File: src/frq_pkg.sv
// Shared types and constants for the FIFO run queue scheduler.
// No dependencies; every other file of the block imports this package.
package frq_pkg;

   localparam int FRQ_MAX_TASKS = 64;
   localparam int TASK_W        = 6;

   typedef enum logic [1:0] {
      OP_PUSH   = 2'd0,
      OP_REMOVE = 2'd1,
      OP_PICK   = 2'd2,
      OP_STATUS = 2'd3
   } req_op_type;

   // Field write enables of one task-table entry.
   typedef struct packed {
      logic queued;
      logic runnable;
      logic next;
      logic prev;
   } mem_wen_type;

endpackage

File: src/frq_if.sv
// Valid/ready channel interfaces for requests and responses of the run queue.
// Depends on frq_pkg for the request code and field widths.
interface frq_req_if import frq_pkg::*; ();
   logic                valid;
   logic                ready;
   req_op_type          req_type;
   logic [TASK_W-1:0]   task_id;
   logic                runnable_value;

   modport source (output valid, req_type, task_id, runnable_value, input ready);
   modport sink   (input valid, req_type, task_id, runnable_value, output ready);
endinterface

interface frq_rsp_if import frq_pkg::*; ();
   logic                valid;
   logic                ready;
   logic                found;
   logic [TASK_W-1:0]   picked_task;
   logic                changed;

   modport source (output valid, found, picked_task, changed, input ready);
   modport sink   (input valid, found, picked_task, changed, output ready);
endinterface

File: src/frq_mem.sv
// Task table memory: queued flag, runnable flag and both links per task.
// One write port with field enables, one read port with registered data.
module frq_mem import frq_pkg::*; #(
   parameter int MAX_TASKS = FRQ_MAX_TASKS
) (
   input  logic                               clock,
   input  mem_wen_type                        wen,
   input  logic [$clog2(MAX_TASKS)-1:0]       wr_addr,
   input  logic                               wr_queued,
   input  logic                               wr_runnable,
   input  logic [$clog2(MAX_TASKS+1)-1:0]     wr_next,
   input  logic [$clog2(MAX_TASKS+1)-1:0]     wr_prev,
   input  logic                               rd_en,
   input  logic [$clog2(MAX_TASKS)-1:0]       rd_addr,
   output logic                               rd_queued,
   output logic                               rd_runnable,
   output logic [$clog2(MAX_TASKS+1)-1:0]     rd_next,
   output logic [$clog2(MAX_TASKS+1)-1:0]     rd_prev
);

   localparam int LW = $clog2(MAX_TASKS + 1);
   localparam int EW = 2 * LW + 2;

   // Entry layout: queued, runnable, next link, prev link.
   logic [EW-1:0] mem [MAX_TASKS];
   logic [EW-1:0] rd_data_ff;

   always_ff @(posedge clock) begin
      if (wen.queued) begin
         mem[wr_addr][2*LW+1] <= wr_queued;
      end
      if (wen.runnable) begin
         mem[wr_addr][2*LW] <= wr_runnable;
      end
      if (wen.next) begin
         mem[wr_addr][2*LW-1:LW] <= wr_next;
      end
      if (wen.prev) begin
         mem[wr_addr][LW-1:0] <= wr_prev;
      end
   end

   // Read data holds until the next read.
   always_ff @(posedge clock) begin
      if (rd_en) begin
         rd_data_ff <= mem[rd_addr];
      end
   end

   assign rd_queued   = rd_data_ff[2*LW+1];
   assign rd_runnable = rd_data_ff[2*LW];
   assign rd_next     = rd_data_ff[2*LW-1:LW];
   assign rd_prev     = rd_data_ff[LW-1:0];

endmodule

File: src/frq_ctrl.sv
// Request sequencer of the run queue: clear pass, list walk, link updates.
// Depends on frq_pkg and frq_if; drives the task table in frq_mem.
module frq_ctrl import frq_pkg::*; #(
   parameter int MAX_TASKS = FRQ_MAX_TASKS
) (
   input  logic                               clock,
   input  logic                               reset,
   frq_req_if.sink                            req_chan,
   frq_rsp_if.source                          rsp_chan,
   output mem_wen_type                        mem_wen,
   output logic [$clog2(MAX_TASKS)-1:0]       mem_wr_addr,
   output logic                               mem_wr_queued,
   output logic                               mem_wr_runnable,
   output logic [$clog2(MAX_TASKS+1)-1:0]     mem_wr_next,
   output logic [$clog2(MAX_TASKS+1)-1:0]     mem_wr_prev,
   output logic                               mem_rd_en,
   output logic [$clog2(MAX_TASKS)-1:0]       mem_rd_addr,
   input  logic                               mem_rd_queued,
   input  logic                               mem_rd_runnable,
   input  logic [$clog2(MAX_TASKS+1)-1:0]     mem_rd_next,
   input  logic [$clog2(MAX_TASKS+1)-1:0]     mem_rd_prev
);

   localparam int AW = $clog2(MAX_TASKS);
   localparam int LW = $clog2(MAX_TASKS + 1);
   localparam logic [LW-1:0] LINK_NULL = LW'(MAX_TASKS);
   localparam logic [AW-1:0] LAST_IDX  = AW'(MAX_TASKS - 1);

   typedef enum logic [2:0] {
      ST_CLEAR,
      ST_IDLE,
      ST_DISPATCH,
      ST_LOOK,
      ST_LINK_TAIL,
      ST_UNLINK_PREV,
      ST_UNLINK_NEXT,
      ST_RESULT
   } state_type;

   state_type           state_ff, state_in;
   req_op_type          op_ff, op_in;
   logic [TASK_W-1:0]   task_ff, task_in;
   logic                rv_ff, rv_in;
   logic [AW-1:0]       cur_ff, cur_in;
   logic [LW-1:0]       vis_ff, vis_in;
   logic [AW-1:0]       clr_ff, clr_in;
   logic [LW-1:0]       head_ff, head_in;
   logic [LW-1:0]       tail_ff, tail_in;
   logic                res_found_ff, res_found_in;
   logic                res_changed_ff, res_changed_in;
   logic                rsp_valid_ff, rsp_valid_in;
   logic                rsp_found_ff, rsp_found_in;
   logic [TASK_W-1:0]   rsp_picked_ff, rsp_picked_in;
   logic                rsp_changed_ff, rsp_changed_in;

   logic                task_ok;
   logic [AW-1:0]       task_idx;
   logic                req_fire;
   logic                rsp_take;

   assign task_ok  = 32'(task_ff) < 32'(MAX_TASKS);
   assign task_idx = AW'(task_ff);
   assign req_fire = req_chan.valid && req_chan.ready;
   assign rsp_take = rsp_valid_ff && rsp_chan.ready;

   always_comb begin
      state_in       = state_ff;
      op_in          = op_ff;
      task_in        = task_ff;
      rv_in          = rv_ff;
      cur_in         = cur_ff;
      vis_in         = vis_ff;
      clr_in         = clr_ff;
      head_in        = head_ff;
      tail_in        = tail_ff;
      res_found_in   = res_found_ff;
      res_changed_in = res_changed_ff;
      rsp_valid_in   = rsp_take ? 1'b0 : rsp_valid_ff;
      rsp_found_in   = rsp_found_ff;
      rsp_picked_in  = rsp_picked_ff;
      rsp_changed_in = rsp_changed_ff;

      mem_wen         = '0;
      mem_wr_addr     = cur_ff;
      mem_wr_queued   = 1'b0;
      mem_wr_runnable = 1'b0;
      mem_wr_next     = LINK_NULL;
      mem_wr_prev     = LINK_NULL;
      mem_rd_en       = 1'b0;
      mem_rd_addr     = cur_ff;

      unique case (state_ff)
         ST_CLEAR: begin
            mem_wr_addr      = clr_ff;
            mem_wen.queued   = 1'b1;
            mem_wen.runnable = 1'b1;
            clr_in           = clr_ff + AW'(1);
            if (clr_ff == LAST_IDX) begin
               state_in = ST_IDLE;
            end
         end

         ST_IDLE: begin
            if (req_fire) begin
               op_in    = req_chan.req_type;
               task_in  = req_chan.task_id;
               rv_in    = req_chan.runnable_value;
               state_in = ST_DISPATCH;
            end
         end

         ST_DISPATCH: begin
            res_found_in   = 1'b0;
            res_changed_in = 1'b0;
            state_in       = ST_RESULT;
            unique case (op_ff)
               OP_PUSH, OP_REMOVE: begin
                  if (task_ok) begin
                     cur_in      = task_idx;
                     mem_rd_en   = 1'b1;
                     mem_rd_addr = task_idx;
                     state_in    = ST_LOOK;
                  end
               end
               OP_STATUS: begin
                  if (task_ok) begin
                     mem_wen.runnable = 1'b1;
                     mem_wr_addr      = task_idx;
                     mem_wr_runnable  = rv_ff;
                  end
               end
               OP_PICK: begin
                  if (head_ff < LINK_NULL) begin
                     cur_in      = AW'(head_ff);
                     mem_rd_en   = 1'b1;
                     mem_rd_addr = AW'(head_ff);
                     vis_in      = LW'(1);
                     state_in    = ST_LOOK;
                  end
               end
               default: ;
            endcase
         end

         ST_LOOK: begin
            state_in = ST_RESULT;
            unique case (op_ff)
               OP_PUSH: begin
                  if (!mem_rd_queued) begin
                     mem_wen.queued = 1'b1;
                     mem_wen.next   = 1'b1;
                     mem_wen.prev   = 1'b1;
                     mem_wr_queued  = 1'b1;
                     mem_wr_next    = LINK_NULL;
                     mem_wr_prev    = tail_ff;
                     state_in       = ST_LINK_TAIL;
                  end
               end
               OP_REMOVE: begin
                  if (mem_rd_queued) begin
                     mem_wen.queued = 1'b1;
                     state_in       = ST_UNLINK_PREV;
                  end
               end
               OP_PICK: begin
                  if (mem_rd_runnable) begin
                     // Dequeue and mark running in one write.
                     mem_wen.queued   = 1'b1;
                     mem_wen.runnable = 1'b1;
                     state_in         = ST_UNLINK_PREV;
                  end else if (mem_rd_next < LINK_NULL && vis_ff != LINK_NULL) begin
                     cur_in      = AW'(mem_rd_next);
                     mem_rd_en   = 1'b1;
                     mem_rd_addr = AW'(mem_rd_next);
                     vis_in      = vis_ff + LW'(1);
                     state_in    = ST_LOOK;
                  end
               end
               default: ;
            endcase
         end

         ST_LINK_TAIL: begin
            if (tail_ff < LINK_NULL) begin
               mem_wen.next = 1'b1;
               mem_wr_addr  = AW'(tail_ff);
               mem_wr_next  = LW'(cur_ff);
            end else begin
               head_in = LW'(cur_ff);
            end
            tail_in        = LW'(cur_ff);
            res_changed_in = 1'b1;
            state_in       = ST_RESULT;
         end

         // The links of the removed entry stay on the read port from the lookup.
         ST_UNLINK_PREV: begin
            if (mem_rd_prev < LINK_NULL) begin
               mem_wen.next = 1'b1;
               mem_wr_addr  = AW'(mem_rd_prev);
               mem_wr_next  = mem_rd_next;
            end else begin
               head_in = (mem_rd_next < LINK_NULL) ? mem_rd_next : LINK_NULL;
            end
            state_in = ST_UNLINK_NEXT;
         end

         ST_UNLINK_NEXT: begin
            if (mem_rd_next < LINK_NULL) begin
               mem_wen.prev = 1'b1;
               mem_wr_addr  = AW'(mem_rd_next);
               mem_wr_prev  = mem_rd_prev;
            end else begin
               tail_in = (mem_rd_prev < LINK_NULL) ? mem_rd_prev : LINK_NULL;
            end
            if (op_ff == OP_PICK) begin
               res_found_in = 1'b1;
            end else begin
               res_changed_in = 1'b1;
            end
            state_in = ST_RESULT;
         end

         ST_RESULT: begin
            if (!rsp_valid_ff || rsp_take) begin
               rsp_valid_in   = 1'b1;
               rsp_found_in   = res_found_ff;
               rsp_picked_in  = res_found_ff ? TASK_W'(cur_ff) : '0;
               rsp_changed_in = res_changed_ff;
               state_in       = ST_IDLE;
            end
         end

         default: state_in = ST_IDLE;
      endcase
   end

   always_ff @(posedge clock) begin
      if (reset) begin
         state_ff     <= ST_CLEAR;
         clr_ff       <= '0;
         head_ff      <= LINK_NULL;
         tail_ff      <= LINK_NULL;
         rsp_valid_ff <= 1'b0;
      end else begin
         state_ff     <= state_in;
         clr_ff       <= clr_in;
         head_ff      <= head_in;
         tail_ff      <= tail_in;
         rsp_valid_ff <= rsp_valid_in;
      end
      op_ff          <= op_in;
      task_ff        <= task_in;
      rv_ff          <= rv_in;
      cur_ff         <= cur_in;
      vis_ff         <= vis_in;
      res_found_ff   <= res_found_in;
      res_changed_ff <= res_changed_in;
      rsp_found_ff   <= rsp_found_in;
      rsp_picked_ff  <= rsp_picked_in;
      rsp_changed_ff <= rsp_changed_in;
   end

   assign req_chan.ready       = (state_ff == ST_IDLE);
   assign rsp_chan.valid       = rsp_valid_ff;
   assign rsp_chan.found       = rsp_found_ff;
   assign rsp_chan.picked_task = rsp_picked_ff;
   assign rsp_chan.changed     = rsp_changed_ff;

endmodule

File: src/fifo_run_queue_scheduler.sv
// Top level of the FIFO run queue scheduler: sequencer plus task table memory.
// Depends on frq_pkg, frq_if, frq_mem and frq_ctrl.
//
//   Channel    Direction  Transfer carries
//   req_chan   in         req_type, task_id, runnable_value
//   rsp_chan   out        found, picked_task, changed (one per request)
//
// A request is taken only while the sequencer is idle. A status request writes
// the runnable flag; a push or remove first looks up the task entry. A push
// that appends links the entry behind the tail; a remove or a pick that
// dequeues unlinks it from its neighbours. A pick walks the queue from the head
// until it finds a runnable entry or reaches the end. The single task table
// memory serves one read or one write per cycle, with registered read data. After
// reset a clearing pass zeroes the queued and runnable flags of every entry; no
// request is taken during it. A finished response waits in an output register,
// so the next request is taken while the response is stalled.
module fifo_run_queue_scheduler import frq_pkg::*; #(
   parameter int MAX_TASKS = FRQ_MAX_TASKS
) (
   input  logic        clock,
   input  logic        reset,
   frq_req_if.sink     req_chan,
   frq_rsp_if.source   rsp_chan
);

   localparam int AW = $clog2(MAX_TASKS);
   localparam int LW = $clog2(MAX_TASKS + 1);

   mem_wen_type   mem_wen;
   logic [AW-1:0] mem_wr_addr;
   logic          mem_wr_queued;
   logic          mem_wr_runnable;
   logic [LW-1:0] mem_wr_next;
   logic [LW-1:0] mem_wr_prev;
   logic          mem_rd_en;
   logic [AW-1:0] mem_rd_addr;
   logic          mem_rd_queued;
   logic          mem_rd_runnable;
   logic [LW-1:0] mem_rd_next;
   logic [LW-1:0] mem_rd_prev;

   // The sequencer handles one request at a time and owns head, tail and
   // the response register.
   frq_ctrl #(
      .MAX_TASKS (MAX_TASKS)
   ) u_ctrl (
      .clock           (clock),
      .reset           (reset),
      .req_chan        (req_chan),
      .rsp_chan        (rsp_chan),
      .mem_wen         (mem_wen),
      .mem_wr_addr     (mem_wr_addr),
      .mem_wr_queued   (mem_wr_queued),
      .mem_wr_runnable (mem_wr_runnable),
      .mem_wr_next     (mem_wr_next),
      .mem_wr_prev     (mem_wr_prev),
      .mem_rd_en       (mem_rd_en),
      .mem_rd_addr     (mem_rd_addr),
      .mem_rd_queued   (mem_rd_queued),
      .mem_rd_runnable (mem_rd_runnable),
      .mem_rd_next     (mem_rd_next),
      .mem_rd_prev     (mem_rd_prev)
   );

   // Per-task flags and doubly linked list links.
   frq_mem #(
      .MAX_TASKS (MAX_TASKS)
   ) u_mem (
      .clock       (clock),
      .wen         (mem_wen),
      .wr_addr     (mem_wr_addr),
      .wr_queued   (mem_wr_queued),
      .wr_runnable (mem_wr_runnable),
      .wr_next     (mem_wr_next),
      .wr_prev     (mem_wr_prev),
      .rd_en       (mem_rd_en),
      .rd_addr     (mem_rd_addr),
      .rd_queued   (mem_rd_queued),
      .rd_runnable (mem_rd_runnable),
      .rd_next     (mem_rd_next),
      .rd_prev     (mem_rd_prev)
   );

   // The clearing pass keeps requests out right after reset.
   a_clear_blocks_req: assert property (@(posedge clock)
      reset |=> !req_chan.ready)
      else $error("request port ready during clearing pass");

   // The sequencer never reads and writes the table in the same cycle, so a
   // lookup can never see a half-finished update.
   a_no_rd_wr_overlap: assert property (@(posedge clock) disable iff (reset)
      !(mem_rd_en && (mem_wen != '0)))
      else $error("task table read and write in the same cycle");

   // One request at a time: a transfer closes the request port.
   a_one_in_flight: assert property (@(posedge clock) disable iff (reset)
      (req_chan.valid && req_chan.ready) |=> !req_chan.ready)
      else $error("second request taken while one is in progress");

   // A pick result never reports a membership change, and an empty pick names task 0.
   a_rsp_consistent: assert property (@(posedge clock) disable iff (reset)
      rsp_chan.valid |-> !(rsp_chan.found && rsp_chan.changed)
                         && (rsp_chan.found || rsp_chan.picked_task == '0))
      else $error("inconsistent response fields");

endmodule
File: src/flat_wrapper.sv
// flat-port wrapper written by rule: the top's interface ports become plain ports
module fifo_run_queue_scheduler_flat import frq_pkg::*;
#(
   parameter int MAX_TASKS = FRQ_MAX_TASKS
)
  (clock, reset, req_chan_valid, req_chan_req_type, req_chan_task_id, req_chan_runnable_value, req_chan_ready, rsp_chan_valid, rsp_chan_found, rsp_chan_picked_task, rsp_chan_changed, rsp_chan_ready);
  frq_req_if req_chan_i ();
  frq_rsp_if rsp_chan_i ();
  input  logic clock;
  input  logic reset;
  input wire logic [$bits(req_chan_i.valid)-1:0] req_chan_valid;
  input wire logic [$bits(req_chan_i.req_type)-1:0] req_chan_req_type;
  input wire logic [$bits(req_chan_i.task_id)-1:0] req_chan_task_id;
  input wire logic [$bits(req_chan_i.runnable_value)-1:0] req_chan_runnable_value;
  output wire logic [$bits(req_chan_i.ready)-1:0] req_chan_ready;
  output wire logic [$bits(rsp_chan_i.valid)-1:0] rsp_chan_valid;
  output wire logic [$bits(rsp_chan_i.found)-1:0] rsp_chan_found;
  output wire logic [$bits(rsp_chan_i.picked_task)-1:0] rsp_chan_picked_task;
  output wire logic [$bits(rsp_chan_i.changed)-1:0] rsp_chan_changed;
  input wire logic [$bits(rsp_chan_i.ready)-1:0] rsp_chan_ready;
  assign req_chan_i.valid = req_chan_valid;
  assign req_chan_i.req_type = req_chan_req_type;
  assign req_chan_i.task_id = req_chan_task_id;
  assign req_chan_i.runnable_value = req_chan_runnable_value;
  assign req_chan_ready = req_chan_i.ready;
  assign rsp_chan_valid = rsp_chan_i.valid;
  assign rsp_chan_found = rsp_chan_i.found;
  assign rsp_chan_picked_task = rsp_chan_i.picked_task;
  assign rsp_chan_changed = rsp_chan_i.changed;
  assign rsp_chan_i.ready = rsp_chan_ready;
  fifo_run_queue_scheduler #(.MAX_TASKS(MAX_TASKS)) u_core (.clock(clock), .reset(reset), .req_chan(req_chan_i), .rsp_chan(rsp_chan_i));
endmodule
File: config.mk
export PLATFORM = sky130hd
export DESIGN_NAME = fifo_run_queue_scheduler_flat
export DESIGN_NICKNAME = d
export VERILOG_FILES = /design/src/frq_pkg.sv /design/src/frq_if.sv /design/src/frq_mem.sv /design/src/frq_ctrl.sv /design/src/fifo_run_queue_scheduler.sv /design/src/flat_wrapper.sv
export SDC_FILE = /design/constraint.sdc
export NUM_CORES = 1
export LEC_CHECK = 0
export ABC_AREA = 1
export BUFFER_PORTS_ARGS = -buffer_cell sky130_fd_sc_hd__buf_4
export CAP_MARGIN = 20
export CORE_ASPECT_RATIO = 0.8
export CORE_UTILIZATION = 35
export CTS_CLUSTER_DIAMETER = 80
export DETAILED_ROUTE_END_ITERATION = 7
export SYNTH_ARGS = -nofsm -noshare
export SYNTH_HDL_FRONTEND = slang
export SYNTH_SLANG_ARGS = --single-unit
File: constraint.sdc
create_clock -name clock -period 8 [get_ports clock]
set_input_delay 0.4 -clock clock [delete_from_list [all_inputs] [get_ports clock]]
set_output_delay 0.4 -clock clock [all_outputs]
set_load 0.01 [all_outputs]
==> flow_summary.yaml <==
run_status:
  status: "finished with violations"
  violations: "DRC"
cts:
  clk_latency_ns: 0.72
  cts_buffer_depth: 3
  clkTransAtPathRegs_ns: 0.06
  cts-htree-levels: 3
  clock-root-buffer: "clkbuf_16"
  numCtsBuffers: 105
  cts_tree: "done"
  cts_sinks: 1096
  cts-resized-gates: 0
floorplanning:
  die_h_um: 339
  num_rows: 123
  io_pins: 23
  die_x_um: 424
  start_util_pct: 35.3
  core_um2: 141000
  die_area_um2: 144000
drt:
  drtIter0Drc: 4089
  wire_per_inst_um: 21.3
  top_layer_used: "met4"
  wl_met3_um: 13000
  m1WireLength_um: 63600
  vias: 34787
  vias_per_cell: 5.26
  wl_um: 141000
  ant_nets: 0
  drc: 10
  wl_met2_um: 61500
  drt_pass1_iterations: 8
placed_design:
  dp_cells: 6418
  gp_congestion: 0.907
  placed_area_um2: 51800
  numPortBuffers: 22
  hpwl_um: 81100
cells_and_area:
  fill_cells: 13591
  syn_to_final_growth_pct: 11.0
  regArea_um2: 32600
  multi_input_area_um2: 13700
  drive_above_1_share_pct: 5.75
  final_cell_area_um2: 55200
  num-nets-final: 4684
  final_cell_count_no_fill: 6619
  antenna_cells: 0
sta:
  fmax_mhz: 190
  tightestPinTransition_ns: 1.25
  setup_violations: 0
  whs_ns: 0.212
  rsz0062_at_grt: "false"
  fin_tns_setup_ns: 0
  slew_viol_final: 0
  min_period_ns: 5.26
  relSlewSlack_pct: 16.6
  fin_crit_sh_pct: 65.8
  fin_skew_ns: 0.0304
  hold_viol_final: 0
setup_path:
  crit_arrival_ns: 5.72
  crit_end: "u_core.u_mem.rd_data_ff[3]"
  cp_slowest_stage_delay_ns: 0.77
  cp_common_cell: "nand3_1"
  critPathMaxFanout: 213
  critPathSlowestCell: "buf_12"
  reg2reg_slack_ns: 2.74
  timing.rr.end: "u_core.u_mem.rd_data_ff[3]"
  required_ns: 8.46
  critical_path_class: "flip-flop to flip-flop"
  critical_path.endpoint_type: "flip-flop"
  r2r_cells: 18
  startpoint: "u_core.u_ctrl.op_ff[0]"
  r2r-start: "u_core.u_ctrl.op_ff[0]"
  cp_cell_sequence: "inv_1, ha_1, inv_1, nor2_1, nand2_1, nand2_1, nand2_1, inv_2, nor2_4, buf_12, buf_12, nand3_1, nand3_1, nand3_1, nand3_1, nand3_1, nand3_1, nand2_1"
  cp-start-kind: "flip-flop"
yosys:
  ys.flop_type: "edfxtp_1"
  synth_edf_count: 1066
  ys_ff_latch: 1096
  syn_area_um2: 49700
  netlist_top_cells_count: "nand3_1, edfxtp_1, nand2_1"
  synth_nets: 4798
  yosys-top-cells-area: "edfxtp_1, nand3_1, nand2_1, nand3b_1, inv_1"
  synth.top_cell.area_share_pct: 64.3
  yosysTopAreaCell: "edfxtp_1"
  synth_seq_area_share_pct: 65.6
  synth_cell_types: 40
  synth_most_common_cell: "nand3_1"
  synth_warnings: 0
  avgSynthCellArea_um2: 10.4
  synth_cells: 4777
  ys_async_sr_fraction_pct: 0
worst_hold_path:
  hold_path.class: "input pin to flip-flop"
global_routing:
  grt_max_degree: 214
  grt_pass1_wl_um: 211000
  grt_overflow: 0
  grt_pass1_vias: 32489
  antenna_found_initial: 1
  grtUsageTotal_pct: 19.1
power_and_ir_drop:
  powerDensity_nw_per_um2: 319
  leakagePower_nw: 20.8
  ir_worst_vdd_v: 0.000261
job:
  cap_violations: 0
==> power breakdown <==
group          leakage [nW]  switching (mW)  internal, mW
registers              9.14           0.130          6.44
logic                  9.99            4.61          1.49
clock network          1.63            2.22          2.75
total                  20.8            6.96          10.7
==> stage by stage <==
stage | worst slack (ns) | total power, mW | utilization [%]
floorplan | 1.87 | 10.5 | -
global placement | 2.85 | 12.6 | 36.8
detailed placement | 2.88 | 12.6 | 36.8
CTS | 2.87 | 17.6 | 39.2
global route | 2.40 | 18.4 | 39.2
finish | 2.74 | 17.6 | 39.2
==> timing repair <==
item | in CTS | in global routing
hold endpoints to repair | 14 | 0
setup buffers | 0 | 0
hold buffers | 11 | 0
==> metal layers <==
layer  GRT usage [%]  vias up
met2            28.1     1482
met5               0        -
li1                -    16024
met3            4.70      198
met4            4.54        0
met1            28.3    17083
==> logic make-up after synthesis <==
group | after synthesis | share of synthesized area [%]
compound gates | 106 | 1.26
fa+ha+maj | 8 | 0.201
buf+inv | 963 | 7.52
simple gates | 2602 | 25.4
flops | 1096 | 65.6
xor+xnor | 2 | 0.0352
==> critical path, delay by kind of cell, from the launching register on <==
family	cells	cell delay, ns
adder cells (fa/ha/maj)	1	0.28
AND/OR/NAND/NOR	12	2.35
flip-flops	1	0.41
buffers and inverters	5	1.68
==> layout by cell type (no fill, tap or decap), types with 3 or more instances in the layout <==
cell and instances:
nand3_1 1113, edfxtp_1 1066, nand2_1 770, inv_1 639, nand3b_1 374, nor2_1 311
clkbuf_16 107, buf_4 71, o21ai_0 31, dfxtp_1 30, clkinv_1 25, clkbuf_1 23
a21oi_1 22, clkinv_2 18, a31oi_1 11, dlygate4sd3_1 11, inv_2 10, nor3_1 9
bufinv_16 9, ha_1 8, buf_12 7, nor2_4 6, o22ai_4 6, nor2_2 5
o21ai_4 5, o211ai_1 4, a22o_1 4, a21oi_4 4, nor3_2 4, a211oi_1 4
o21ai_1 3, o2111ai_1 3
==> how the worst min path moves through the flow <==
| stage | startpoint | to | slack, ns | cells after the start |
|---|---|---|---|---|
| global placement | u_core.u_ctrl.res_changed_ff | u_core.u_ctrl.rsp_chan.changed | 0.41 | 0 |
| detailed placement | u_core.u_ctrl.res_changed_ff | u_core.u_ctrl.rsp_chan.changed | 0.42 | 0 |
| floorplan | u_core.u_ctrl.res_changed_ff | u_core.u_ctrl.rsp_chan.changed | 0.40 | 0 |
| global route | req_chan_valid | u_core.u_ctrl.state_ff[1] | 0.23 | 5 |
| finish | req_chan_valid | u_core.u_ctrl.state_ff[1] | 0.21 | 5 |
| CTS | req_chan_valid | u_core.u_ctrl.state_ff[1] | 0.17 | 5 |
==> final cells by class <==
class | instances | area share [%]
sequential | 1096 | 59.1
multi-input combinational | 2718 | 24.8
clock buffer | 131 | 5.03
inverter | 652 | 4.44
tap | 1875 | 4.25
timing repair buffer | 90 | 1.44
clock inverter | 57 | 0.990
==> registers in the layout, indices dropped and copies added (netlist names), 2 cells and up <==
register,flops
u_core.u_mem.rd_data_ff,16
u_core.u_ctrl.head_ff,7
u_core.u_ctrl.rsp_chan.picked_task,6
u_core.u_ctrl.op_ff,2
u_core.u_ctrl.state_ff,3
u_core.u_ctrl.cur_ff,6
u_core.u_ctrl.clr_ff,6
u_core.u_ctrl.tail_ff,7
u_core.u_ctrl.vis_ff,7
u_core.u_ctrl.task_ff,6
u_core.u_mem.mem,1024
Power figures use the tool's default switching activity.
